$ cat config.mk
export PLATFORM = sky130hd
export DESIGN_NAME = hbpe_queue
export DESIGN_NICKNAME = d
export VERILOG_FILES = /design/src/hdl/hbpe_pkg.sv /design/src/hdl/hbpe_queue.sv
export VERILOG_INCLUDE_DIRS = /design/src /design/src/hdl
export SDC_FILE = /design/constraint.sdc
export NUM_CORES = 1
export LEC_CHECK = 0
export BUFFER_PORTS_ARGS = -buffer_cell sky130_fd_sc_hd__clkbuf_2
export CAP_MARGIN = 25
export CORE_MARGIN = 3
export CORE_UTILIZATION = 40
export CTS_CLUSTER_SIZE = 10
export DETAILED_ROUTE_END_ITERATION = 8
export GPL_TIMING_DRIVEN = 0
export PLACE_DENSITY_LB_ADDON = 0.12
export SLEW_MARGIN = 20
export SYNTH_ARGS = -nofsm -noshare
export SYNTH_HDL_FRONTEND = slang
export SYNTH_SLANG_ARGS = --single-unit
$ cat constraint.sdc
create_clock -name clk -period 5.3 [get_ports clk]
set_input_delay 1.06 -clock clk [delete_from_list [all_inputs] [get_ports clk]]
set_output_delay 1.06 -clock clk [all_outputs]
set_load 0.01 [all_outputs]
$ cat src/hdl/huffman_bit_packing_encoder_macros.svh
// assertion macros shared by the encoder modules
`ifndef HUFFMAN_BIT_PACKING_ENCODER_MACROS_SVH
`define HUFFMAN_BIT_PACKING_ENCODER_MACROS_SVH
`ifndef SYNTHESIS
`define HBPE_ASSERT_IMP(lbl, clk, rst_n, ante, cons) \
  lbl: assert property (@(posedge clk) disable iff (!rst_n) (ante) |-> (cons)) \
    else $error("hbpe assertion failed");
`define HBPE_ASSERT_NXT(lbl, clk, rst_n, ante, cons) \
  lbl: assert property (@(posedge clk) disable iff (!rst_n) (ante) |=> (cons)) \
    else $error("hbpe assertion failed");
`else
`define HBPE_ASSERT_IMP(lbl, clk, rst_n, ante, cons)
`define HBPE_ASSERT_NXT(lbl, clk, rst_n, ante, cons)
`endif
`endif

$ cat src/hdl/hbpe_pkg.sv
`default_nettype none
package hbpe_pkg;
  localparam int CODE_W  = 32;
  localparam int LEN_W   = 6;
  localparam int Q_DEPTH = 4;

  localparam logic [1:0] ACT_LOAD   = 2'd0;
  localparam logic [1:0] ACT_ENCODE = 2'd1;
  localparam logic [1:0] ACT_FLUSH  = 2'd2;

  typedef enum logic [1:0] {
    KIND_DATA,
    KIND_BAD,
    KIND_FLUSH
  } kind_t;

  // code is left-aligned: first code bit in the top bit
  typedef struct packed {
    kind_t             kind;
    logic [LEN_W-1:0]  len;
    logic [CODE_W-1:0] code;
  } q_entry_t;
endpackage
`default_nettype wire

$ cat src/hdl/hbpe_queue.sv
`default_nettype none
`include "huffman_bit_packing_encoder_macros.svh"
module hbpe_queue (
  input  wire logic               clk,
  input  wire logic               rst_n,
  input  wire logic               push,
  input  wire hbpe_pkg::q_entry_t push_entry,
  output logic                    full,
  input  wire logic               pop,
  output logic                    empty,
  output hbpe_pkg::q_entry_t      head
);
  import hbpe_pkg::*;

  localparam int PTR_W = $clog2(Q_DEPTH);
  localparam int CNT_W = $clog2(Q_DEPTH + 1);

  q_entry_t         slots_r [Q_DEPTH];
  logic [PTR_W-1:0] wr_ptr_r, rd_ptr_r;
  logic [CNT_W-1:0] count_r;
  logic             do_push, do_pop;

  assign full    = count_r == CNT_W'(Q_DEPTH);
  assign empty   = count_r == '0;
  assign do_push = push && !full;
  assign do_pop  = pop && !empty;
  assign head    = slots_r[rd_ptr_r];

  always_ff @(posedge clk) begin
    if (!rst_n) begin
      wr_ptr_r <= '0;
      rd_ptr_r <= '0;
      count_r  <= '0;
    end else begin
      if (do_push) begin
        wr_ptr_r <= wr_ptr_r + PTR_W'(1);
      end
      if (do_pop) begin
        rd_ptr_r <= rd_ptr_r + PTR_W'(1);
      end
      count_r <= count_r + CNT_W'(do_push) - CNT_W'(do_pop);
    end
  end

  always_ff @(posedge clk) begin
    if (do_push) begin
      slots_r[wr_ptr_r] <= push_entry;
    end
  end

  `HBPE_ASSERT_IMP(a_q_no_overflow, clk, rst_n, push, !full)
  `HBPE_ASSERT_IMP(a_q_count_range, clk, rst_n, 1'b1, count_r <= CNT_W'(Q_DEPTH))
endmodule
`default_nettype wire

==> results.txt <==
The number of distinct library cell variants in the gate-level netlist after synthesis came out at 21. The type of the worst min-delay path is flip-flop to flip-flop. The simple logic cell fraction of the synthesized area came out at 1.89%. The total count of max-transition violations in the final report is 0. Setup repair after global routing left no endpoint under its margin. The estimated wirelength of the detail-placed design is 6.29 mm. The later pin in the worst-skew pair is clocked with a latency of 420 ps. Data arrives at the worst endpoint at 1720 ps. The number of nets still failing antenna checks after routing is 0.

The share of Yosys cell area claimed by the top area cell type came out at 76.2%. The data required time of the critical path is 4240 ps. The layer flagged by global routing as most heavily used is met2. The aggregate global routing overflow is 0.

The number of buffers inserted for hold repair after clock tree synthesis is 0. The maximum fanout along the worst path came out at 10. The total inserted antenna cells is 0. By area, the combinational part of the netlist is dominated by multiplexers. The placer congestion estimate came out at 0.654. The area of the placeable core is 15,300 sq um. The slew at the pin closest to its max-slew limit is 664 ps. The count of final hold-check violations is 0.

The initial antenna violation count came to 0. The net count of the mapped netlist came out at 311. The mux cell area share after synthesis came out at 14.6%. The die height came out at 132 um. The gate count of the mapped netlist is 260. The largest total area in the synthesized netlist belongs to edfxtp_1. Global routing consumed, on the met3 layer, 4.63% of the routing resources. The initial core utilization came out at 41.2%. The relative slew slack is 55.7%. The number of placed instances with taps included came out at 555. The sequential area share after synthesis came out at 79.1%.

The count of pins on the block boundary is 86. The primary flip-flop cell chosen by synthesis mapping is edfxtp_1. Clock tree synthesis selected as its root buffer the cell clkbuf_16. The width of the die is 132 um. The worst setup path is launched from a flip-flop.

The area fraction in compound gates after synthesis is 0.357%. Global routing used 20.7% of the available met2 tracks. The setup-violating endpoint count in the final report is 0. Summing all multi-input logic gate instances after layout gives 1180 sq um. After detailed routing, the average wire length per cell comes to 18.8 um. The first global-routing pass estimated 17.0 mm of wire. The die outline area is 17,300 sq um. The total clock buffers created by CTS came out at 17.

Summing the areas of all xor and xnor instances in the mapped netlist gives 0.278% of the synthesized area. The arithmetic-cell share of the synthesized area counting full adders, half adders and majority gates came out at 1.51%. On the final layout, the worst clock skew is 8.14 ps. The final cycle utilization of the critical path came out at 52.5%. The post-detailed-route DRC marker count is 0. The run finished with clean final reports. The maximum vdd drop came out at 0.212 mV. The count of max-cap constraint violations is 0.

The sequential cells in the finished layout cover a total of 4980 sq um. STA classifies the critical path endpoint as a primary output. At the end of the flow, the number of nets in the layout was 414. Yosys mapped a number of flops with a built-in enable equal to 160. The total standard cell area after synthesis is 6300 sq um.

The register bit total from synthesis came out at 169. The detailed-route via count is 2,851. Clock tree synthesis found a total of 169 sinks.

Total power for the finished layout comes to 3.61 mW. In the routed layout, each cell is associated on average with a via count of 4.86. Across every metal layer, demand over resource in global routing totals 13.3%. The number of H-tree branching levels is 4.

The number of design-rule violations left by the first detailed-router iteration is 151. The number of gates resized after CTS is 0. Of the cells placed in the final design, the portion with a size suffix greater than 1 is 44.7%. The pin count of the biggest net entering global routing came out at 41. TritonCTS built the clock tree. Relative to the synthesized area, the layout overhead comes to 20.0%.

The number of global-route vias before repair was 2,926. The total routed wirelength is 11.0 mm. After synthesis, the cell types taking the most area are edfxtp_1 (76%), mux4_2 (14%), dfxtp_1 (2.9%). The setup total negative slack is 0 ps.

Counting flops with an async set or reset pin after synthesis yields a share of 0%. The highest achievable clock rate came out at 360 MHz. The worst-case clock buffer depth is 2.

The post-layout instance count excluding filler cells came out at 587. The clock-pin slew on the worst setup and hold paths is 60 ps. The port buffer count came out at 84. Once the clock tree was built, the setup fixing pass inserted 0 buffers. The worst setup path is of the flip-flop to primary output kind. The power density over the cells is 478 nW/um^2. In the synthesized netlist, the cells that appear most often are edfxtp_1 (160), mux4_2 (40), dfxtp_1 (9), and2_1 (7). The fill cell total of the finished layout came out at 1,283. Among all cell types in the netlist, the one instantiated most often is edfxtp_1. The average size of a mapped cell came out at 24.2 sq um. The met1 usage in global routing came out at 17.3%.

The final-layout worst hold slack came out at 500 ps. The count of synthesis-stage warnings from yosys is 0. The floorplan has 45 rows. The clock period minus final worst setup slack came out at 2780 ps. The first detailed-routing pass ran for 4 iterations. The leakage power of the design came out at 2.57 nW.
## worst paths after layout
path | startpoint | to | slack, ps | cells past startpoint
min reg2reg | wr_ptr_r[1]$_SDFFE_PN0P_ | wr_ptr_r[1]$_SDFFE_PN0P_ | 500 | 2
min | wr_ptr_r[1]$_SDFFE_PN0P_ | wr_ptr_r[1]$_SDFFE_PN0P_ | 500 | 2
max | flip-flop | head[10] | 2520 | 4
max reg2reg | count_r[2]$_SDFF_PN0_ | count_r[2]$_SDFF_PN0_ | 3030 | 11
## metal layers
metal	vias to the layer above	share of wire (%)	wire length [um]
met5	-	0	0
met4	0	1.8	199
met3	15	4.9	538
met2	75	50	5500
met1	1475	43	4780
li1	1286	-	-
## critical path, cell delays in order (launching register included)
cell,delay (ps)
dfxtp_1,320
buf_6,150
buf_12,160
mux4_2,520
clkbuf_2,150
## power by group
group / internal (mW) / leakage [nW] / switching, mW
clock network: 0.688 / 0.264 / 0.491
logic: 0.385 / 0.770 / 0.391
registers: 1.62 / 1.54 / 0.0381
## area by class of cell
| type | count | share of cell area, % |
|---|---|---|
| multi-input combinational | 74 | 15.7 |
| sequential | 169 | 65.9 |
| clock buffer | 19 | 5.73 |
| tap | 211 | 3.49 |
| clock inverter | 13 | 1.72 |
| timing repair buffer | 84 | 5.56 |
| inverter | 6 | 0.298 |
| buffer | 11 | 1.59 |
## sequential cells by signal (all words and copies together), names as in the netlist, named ones only
signal and flops:
slots_r 160, count_r 3, rd_ptr_r 2, wr_ptr_r 2
## per-stage QoR
| step | util [%] | worst slack, ps | instance area (sq um) |
|---|---|---|---|
| floorplan | - | 2590 | 6300 |
| global placement | 45.6 | 1580 | 6990 |
| detailed placement | 45.7 | 2370 | 7000 |
| CTS | 49.4 | 2480 | 7560 |
| global route | 49.4 | 2440 | 7560 |
| finish | 49.4 | 2520 | 7560 |
## placed cells by master, fill, tap and decap left out, drive strengths merged
master,n
a21boi,1
and2,7
buf,10
bufinv,2
clkbuf,104
clkinv,7
clkinvlp,4
dfxtp,9
edfxtp,160
fa,1
ha,6
inv,6
mux2i,2
mux4,40
nand2,6
nand4bb,1
nor2b,2
nor3,1
nor3b,1
o21ai,3
or3,1
xnor2,2
## cell families after synthesis
logic type,Yosys count
DFF,169
muxes,42
and+or+nand+nor,19
buffers and inverters,17
adders and majority gates,7
AOI/OAI and AO/OA,4
xor gates and xnor gates,2
Note: power is estimated with default switching activity, not from simulation.
