[config.mk]
export PLATFORM = sky130hd
export DESIGN_NAME = hbpe_back
export DESIGN_NICKNAME = d
export VERILOG_FILES = /design/src/hdl/hbpe_pkg.sv /design/src/hdl/hbpe_back.sv
export VERILOG_INCLUDE_DIRS = /design/src /design/src/hdl
export SDC_FILE = /design/constraint.sdc
export NUM_CORES = 1
export LEC_CHECK = 0
export BUFFER_PORTS_ARGS = -buffer_cell sky130_fd_sc_hd__buf_2
export CAP_MARGIN = 10
export CORE_UTILIZATION = 54
export CTS_CLUSTER_DIAMETER = 60
export CTS_CLUSTER_SIZE = 8
export DETAILED_ROUTE_END_ITERATION = 8
export HOLD_SLACK_MARGIN = 0.08
export PLACE_DENSITY = 0.88
export SYNTH_ARGS = -nofsm -noshare
export SYNTH_HDL_FRONTEND = slang
export SYNTH_SLANG_ARGS = --single-unit
[constraint.sdc]
create_clock -name clk -period 4.01 [get_ports clk]
set_input_delay 0 -clock clk [delete_from_list [all_inputs] [get_ports clk]]
set_output_delay 0 -clock clk [all_outputs]
set_load 0.1 [all_outputs]
[src/hdl/huffman_bit_packing_encoder_macros.svh]
// assertion macros shared by the encoder modules
`ifndef HUFFMAN_BIT_PACKING_ENCODER_MACROS_SVH
`define HUFFMAN_BIT_PACKING_ENCODER_MACROS_SVH
`ifndef SYNTHESIS
`define HBPE_ASSERT_IMP(lbl, clk, rst_n, ante, cons) \
  lbl: assert property (@(posedge clk) disable iff (!rst_n) (ante) |-> (cons)) \
    else $error("hbpe assertion failed");
`define HBPE_ASSERT_NXT(lbl, clk, rst_n, ante, cons) \
  lbl: assert property (@(posedge clk) disable iff (!rst_n) (ante) |=> (cons)) \
    else $error("hbpe assertion failed");
`else
`define HBPE_ASSERT_IMP(lbl, clk, rst_n, ante, cons)
`define HBPE_ASSERT_NXT(lbl, clk, rst_n, ante, cons)
`endif
`endif

[src/hdl/hbpe_pkg.sv]
`default_nettype none
package hbpe_pkg;
  localparam int CODE_W  = 32;
  localparam int LEN_W   = 6;
  localparam int Q_DEPTH = 4;

  localparam logic [1:0] ACT_LOAD   = 2'd0;
  localparam logic [1:0] ACT_ENCODE = 2'd1;
  localparam logic [1:0] ACT_FLUSH  = 2'd2;

  typedef enum logic [1:0] {
    KIND_DATA,
    KIND_BAD,
    KIND_FLUSH
  } kind_t;

  // code is left-aligned: first code bit in the top bit
  typedef struct packed {
    kind_t             kind;
    logic [LEN_W-1:0]  len;
    logic [CODE_W-1:0] code;
  } q_entry_t;
endpackage
`default_nettype wire

[src/hdl/hbpe_back.sv]
`default_nettype none
`include "huffman_bit_packing_encoder_macros.svh"
module hbpe_back (
  input  wire logic               clk,
  input  wire logic               rst_n,
  input  wire logic               q_empty,
  input  wire hbpe_pkg::q_entry_t q_head,
  output logic                    q_pop,
  output logic                    out_valid,
  input  wire logic               out_ready,
  output logic [7:0]              out_byte,
  output logic                    out_is_header,
  output logic                    out_bad_symbol,
  output logic                    out_last
);
  import hbpe_pkg::*;

  localparam int WIN_W = CODE_W + 8;
  localparam int TOT_W = LEN_W;

  typedef enum logic [1:0] {
    ST_IDLE,
    ST_BYTES,
    ST_HDR
  } state_t;

  state_t           state_r, state_nxt;
  logic [6:0]       pend_r, pend_nxt;
  logic [2:0]       cnt_r, cnt_nxt;
  logic [WIN_W-1:0] win_r, win_nxt;
  logic [TOT_W-1:0] tot_r, tot_nxt;
  logic [7:0]       hdr_r, hdr_nxt;
  logic             out_valid_r, out_valid_nxt;
  logic [7:0]       out_byte_r, out_byte_nxt;
  logic             is_header_r, is_header_nxt;
  logic             bad_r, bad_nxt;
  logic             last_r, last_nxt;

  logic             slot_free, pop, win_emit;
  logic [WIN_W-1:0] win_new, src_win, win_sh;
  logic [TOT_W-1:0] tot_new, src_tot, rem;

  assign slot_free = !out_valid_r || out_ready;
  assign pop       = (state_r == ST_IDLE) && !q_empty && slot_free;
  assign q_pop     = pop;

  // pending bits on top, code bits right behind them
  assign win_new = {pend_r, 1'b0, {CODE_W{1'b0}}}
                 | (WIN_W'(q_head.code) << (4'd8 - {1'b0, cnt_r}));
  assign tot_new = TOT_W'(cnt_r) + q_head.len;

  assign src_win  = (state_r == ST_BYTES) ? win_r : win_new;
  assign src_tot  = (state_r == ST_BYTES) ? tot_r : tot_new;
  assign win_sh   = src_win << 8;
  assign rem      = src_tot - TOT_W'(8);
  assign win_emit = (state_r == ST_BYTES && slot_free)
                 || (pop && q_head.kind == KIND_DATA && tot_new >= TOT_W'(8));

  always_comb begin
    state_nxt     = state_r;
    pend_nxt      = pend_r;
    cnt_nxt       = cnt_r;
    win_nxt       = win_r;
    tot_nxt       = tot_r;
    hdr_nxt       = hdr_r;
    out_valid_nxt = out_valid_r && !out_ready;
    out_byte_nxt  = out_byte_r;
    is_header_nxt = is_header_r;
    bad_nxt       = bad_r;
    last_nxt      = last_r;

    unique case (state_r)
      ST_IDLE: begin
        if (pop) begin
          unique case (q_head.kind)
            KIND_DATA: begin
              if (tot_new < TOT_W'(8)) begin
                pend_nxt = win_new[WIN_W-1 -: 7];
                cnt_nxt  = tot_new[2:0];
              end
            end
            KIND_BAD: begin
              out_valid_nxt = 1'b1;
              out_byte_nxt  = 8'd0;
              is_header_nxt = 1'b0;
              bad_nxt       = 1'b1;
              last_nxt      = 1'b1;
            end
            KIND_FLUSH: begin
              pend_nxt      = '0;
              cnt_nxt       = '0;
              out_valid_nxt = 1'b1;
              bad_nxt       = 1'b0;
              if (cnt_r != 3'd0) begin
                out_byte_nxt  = {pend_r, 1'b0};
                is_header_nxt = 1'b0;
                last_nxt      = 1'b0;
                hdr_nxt       = 8'h80 >> cnt_r;
                state_nxt     = ST_HDR;
              end else begin
                out_byte_nxt  = 8'd0;
                is_header_nxt = 1'b1;
                last_nxt      = 1'b1;
              end
            end
            default: begin
            end
          endcase
        end
      end
      ST_BYTES: begin
      end
      ST_HDR: begin
        if (slot_free) begin
          out_valid_nxt = 1'b1;
          out_byte_nxt  = hdr_r;
          is_header_nxt = 1'b1;
          bad_nxt       = 1'b0;
          last_nxt      = 1'b1;
          state_nxt     = ST_IDLE;
        end
      end
      default: begin
        state_nxt = ST_IDLE;
      end
    endcase

    if (win_emit) begin
      out_valid_nxt = 1'b1;
      out_byte_nxt  = src_win[WIN_W-1 -: 8];
      is_header_nxt = 1'b0;
      bad_nxt       = 1'b0;
      last_nxt      = rem < TOT_W'(8);
      if (rem < TOT_W'(8)) begin
        pend_nxt  = win_sh[WIN_W-1 -: 7];
        cnt_nxt   = rem[2:0];
        state_nxt = ST_IDLE;
      end else begin
        win_nxt   = win_sh;
        tot_nxt   = rem;
        state_nxt = ST_BYTES;
      end
    end
  end

  always_ff @(posedge clk) begin
    if (!rst_n) begin
      state_r     <= ST_IDLE;
      pend_r      <= '0;
      cnt_r       <= '0;
      out_valid_r <= 1'b0;
    end else begin
      state_r     <= state_nxt;
      pend_r      <= pend_nxt;
      cnt_r       <= cnt_nxt;
      out_valid_r <= out_valid_nxt;
    end
    win_r       <= win_nxt;
    tot_r       <= tot_nxt;
    hdr_r       <= hdr_nxt;
    out_byte_r  <= out_byte_nxt;
    is_header_r <= is_header_nxt;
    bad_r       <= bad_nxt;
    last_r      <= last_nxt;
  end

  assign out_valid      = out_valid_r;
  assign out_byte       = out_byte_r;
  assign out_is_header  = is_header_r;
  assign out_bad_symbol = bad_r;
  assign out_last       = last_r;

  `HBPE_ASSERT_IMP(a_pend_aligned, clk, rst_n, 1'b1, (pend_r << cnt_r) == 7'd0)
  `HBPE_ASSERT_IMP(a_bytes_left, clk, rst_n, state_r == ST_BYTES, tot_r >= TOT_W'(8))
  `HBPE_ASSERT_NXT(a_flush_hdr, clk, rst_n, pop && q_head.kind == KIND_FLUSH && cnt_r != 3'd0, state_r == ST_HDR)
endmodule
`default_nettype wire

==> run metrics <==
status finished clean; GR Util All Layers 27.5%; CTS Buf Count 9; Post-CTS Setup Repair Bufs 0; routed wire length on met2 approximately 6 mm; Synth Cell Area 5210 um^2; Clk Latency, worst-skew pair 0.35 ns; Worst Hold Class input pin to register; DRT iter0 DRCs 574; metal3 WL 1.59 mm; Vias/cell 6.56; critical path peak fanout 20; average size of a mapped cell approximately 9.7 um^2; slew margin rel. 28.5%; post-synth top area share 31.7%; Max-cap violations 0; Arr. time, crit path 3.53 ns; global-route wire length before repair around 21 mm; global route overflow 0; WS Path Type register to register; RSZ-0062 raised after global routing no; fraction of final layout cells sized beyond drive strength 1 21.9%; Die Y 100 um; fraction of registers with async set/reset 0%; row count 35; initial cell density of the core 56.1%; die area 10000 um^2; Final #Nets between 600 and 700; syn_nets 593; fmax 281 MHz; number of synthesized flops with an enable pin 55; Design Power 2220 uW; Yosys warning total 0; Max clock buf depth 2; Layout Cells excl Fill between 700 and 800; VDD IR max 0.224 mV; final setup violation count 0; Top Metal Used met4; Startpoint Class register; Area contributors post-synth edfxtp_1 (32%), mux4_2 (9.1%), mux2i_1 (6.9%); Final Max Slew Viols 0; Port Buffer Count 56; initial antenna violation count 0; Setup TNS Final 0 ns; sequential element share of the synthesized area 37.5%; Util after Layout 62.3%; CTS Root Cell clkbuf_8; CTS sink count 70; minimum clock period ~3.6 ns; die span in x 100 um; Worst EP required about 4.0 ns; library cells used by synthesis around 70; placed insts 690; crit share post-route 88.6%; clk_skew approximately 0.014 ns; vias in the first global route 4159; Mapped Cells 536; Routability Congestion 0.920; final hold viol count 0; top-level I/O count 57; Ant. Diodes 0; DRC 0; Power Density 384 nW/um^2; P&R area growth vs syn 11.0%; slew of the pin with the lowest slew margin about 1.1 ns; DRT Pass-1 Iters 5; number of synthesized register bits 70; Pleak 0.00207 uW; Post-Route WL 13.5 mm; Yosys top cell by area edfxtp_1; Post-DRT Antenna Nets 0; Met1 Routed Length 5.58 mm; TritonCTS clock tree done; core box area 9280 um^2; Clock transition at path regs 0.08 ns; critical path endpoint category register; Final HPWL DP 9.54 mm; Most used DFF post-synth edfxtp_1; CTS HTree Levels 3; routed vias 4642; routed wire length per instance 19.0 um; largest net degree at the start of global routing 60
==> area by class of cell <==
class | count | area, um^2
Tap cell | 129 | 161
Sequential cell | 70 | 1950
Clock inverter | 3 | 41.3
Inverter | 15 | 56.3
Timing Repair Buffer | 68 | 385
Multi-Input combinational cell | 410 | 3010
Fill cell | 782 | 3500
Clock buffer | 13 | 170
==> state kept, by name, indices dropped and copies added, names as in the netlist <==
name	cells
cnt_r	3
out_bad_symbol	1
out_valid	1
out_last	1
win_r	32
out_is_header	1
hdr_r	8
state_r	2
out_byte	8
tot_r	6
pend_r	7
==> stage by stage <==
| step | area, um^2 | hold WS [ns] | setup WS [ns] |
|---|---|---|---|
| global placement | 5550 | 0.343 | 0.466 |
| floorplan | 5210 | 0.257 | 0.307 |
| detailed placement | 5550 | 0.344 | 0.175 |
| CTS | 5770 | 0.0866 | 0.170 |
| finish | 5780 | 0.102 | 0.455 |
| global route | 5780 | 0.128 | 0.259 |
==> cell usage after synthesis (all sizes together), types with 3 or more instances <==
| cell type | number |
|---|---|
| nand2b | 7 |
| or2 | 3 |
| a21oi | 42 |
| clkbuf | 20 |
| edfxtp | 55 |
| a211oi | 17 |
| and2 | 11 |
| nor3b | 3 |
| o21ai | 29 |
| nor2 | 56 |
| nor2b | 14 |
| ha | 12 |
| a211o | 4 |
| a22o | 3 |
| mux2i | 36 |
| o22ai | 13 |
| nand2 | 50 |
| o31ai | 4 |
| o21a | 5 |
| a31o | 3 |
| o211a | 4 |
| o221ai | 3 |
| nor3 | 8 |
| a221oi | 3 |
| o211ai | 3 |
| mux4 | 21 |
| a22oi | 5 |
| inv | 14 |
| mux2 | 10 |
| buf | 22 |
| nand4 | 4 |
| dfxtp | 15 |
| a31oi | 4 |
==> report_power, final <==
part	internal (uW)	total [uW]	switching, uW	leakage [uW]
Clock	342	616	274	0.000109
Combinational	238	718	480	0.00131
Sequential	863	884	21.3	0.000644
==> per-layer routing <==
layer / vias to the layer above / track usage, %
met5: - / 0
met4: 0 / 7.92
met3: 35 / 5.99
met2: 334 / 41.6
met1: 2160 / 39.7
li1: 2113 / -
==> placed cells by master, fill, tap and decap left out, drive strengths merged, types with 4 or more instances in the layout <==
cell type,count
a211oi,17
o21ai,29
and2,11
a211o,4
nor2,57
mux2i,36
ha,12
edfxtp,55
a21oi,42
buf,67
nand2,50
inv,15
a31oi,4
o211a,4
o22ai,13
mux2,10
nand2b,7
mux4,21
clkbuf,13
dfxtp,15
nor3,8
nor2b,14
o21a,5
o31ai,4
a22oi,5
nand4,4
==> worst max-delay path: stages (launching register included) <==
cell     delay (ns)
dfxtp_1        0.54
inv_1          0.16
fa_1           0.46
nor2b_1        0.23
o22ai_1        0.18
o31ai_1        0.26
ha_1           0.21
nand4_1        0.15
and4_1         0.41
nor2_4         0.56
==> final timing paths <==
| check | startpoint | to | slack (ns) | cells after the start |
|---|---|---|---|---|
| worst min-delay path | q_empty | out_valid | 0.10 | 4 |
| worst max-delay path | cnt_r[1] | win_r[32] | 0.46 | 9 |
| worst min register to register | out_is_header | out_is_header | 0.51 | 2 |
| worst max register to register | cnt_r[1] | win_r[32] | 0.46 | 9 |
==> logic make-up (layout without fill, tap and decap cells) <==
logic type | count (synthesis) | count (layout) | share of synthesized area [%]
AOI/OAI and AO/OA | 158 | 158 | 20.2
xor gates and xnor gates | 2 | 2 | 0.336
adders and majority gates | 13 | 13 | 3.27
buffers and inverters | 57 | 99 | 5.07
DFF | 70 | 70 | 37.5
muxes | 67 | 67 | 18.2
and+or+nand+nor | 169 | 170 | 15.5
==> repair_timing <==
item | 4_1_cts | 5_1_grt
gates resized for setup | 0 | 1
hold buffers | 1 | 0
endpoints found under the setup margin | 0 | 40
endpoints found under the hold margin | 7 | 0
Note: power is estimated with default switching activity, not from simulation.
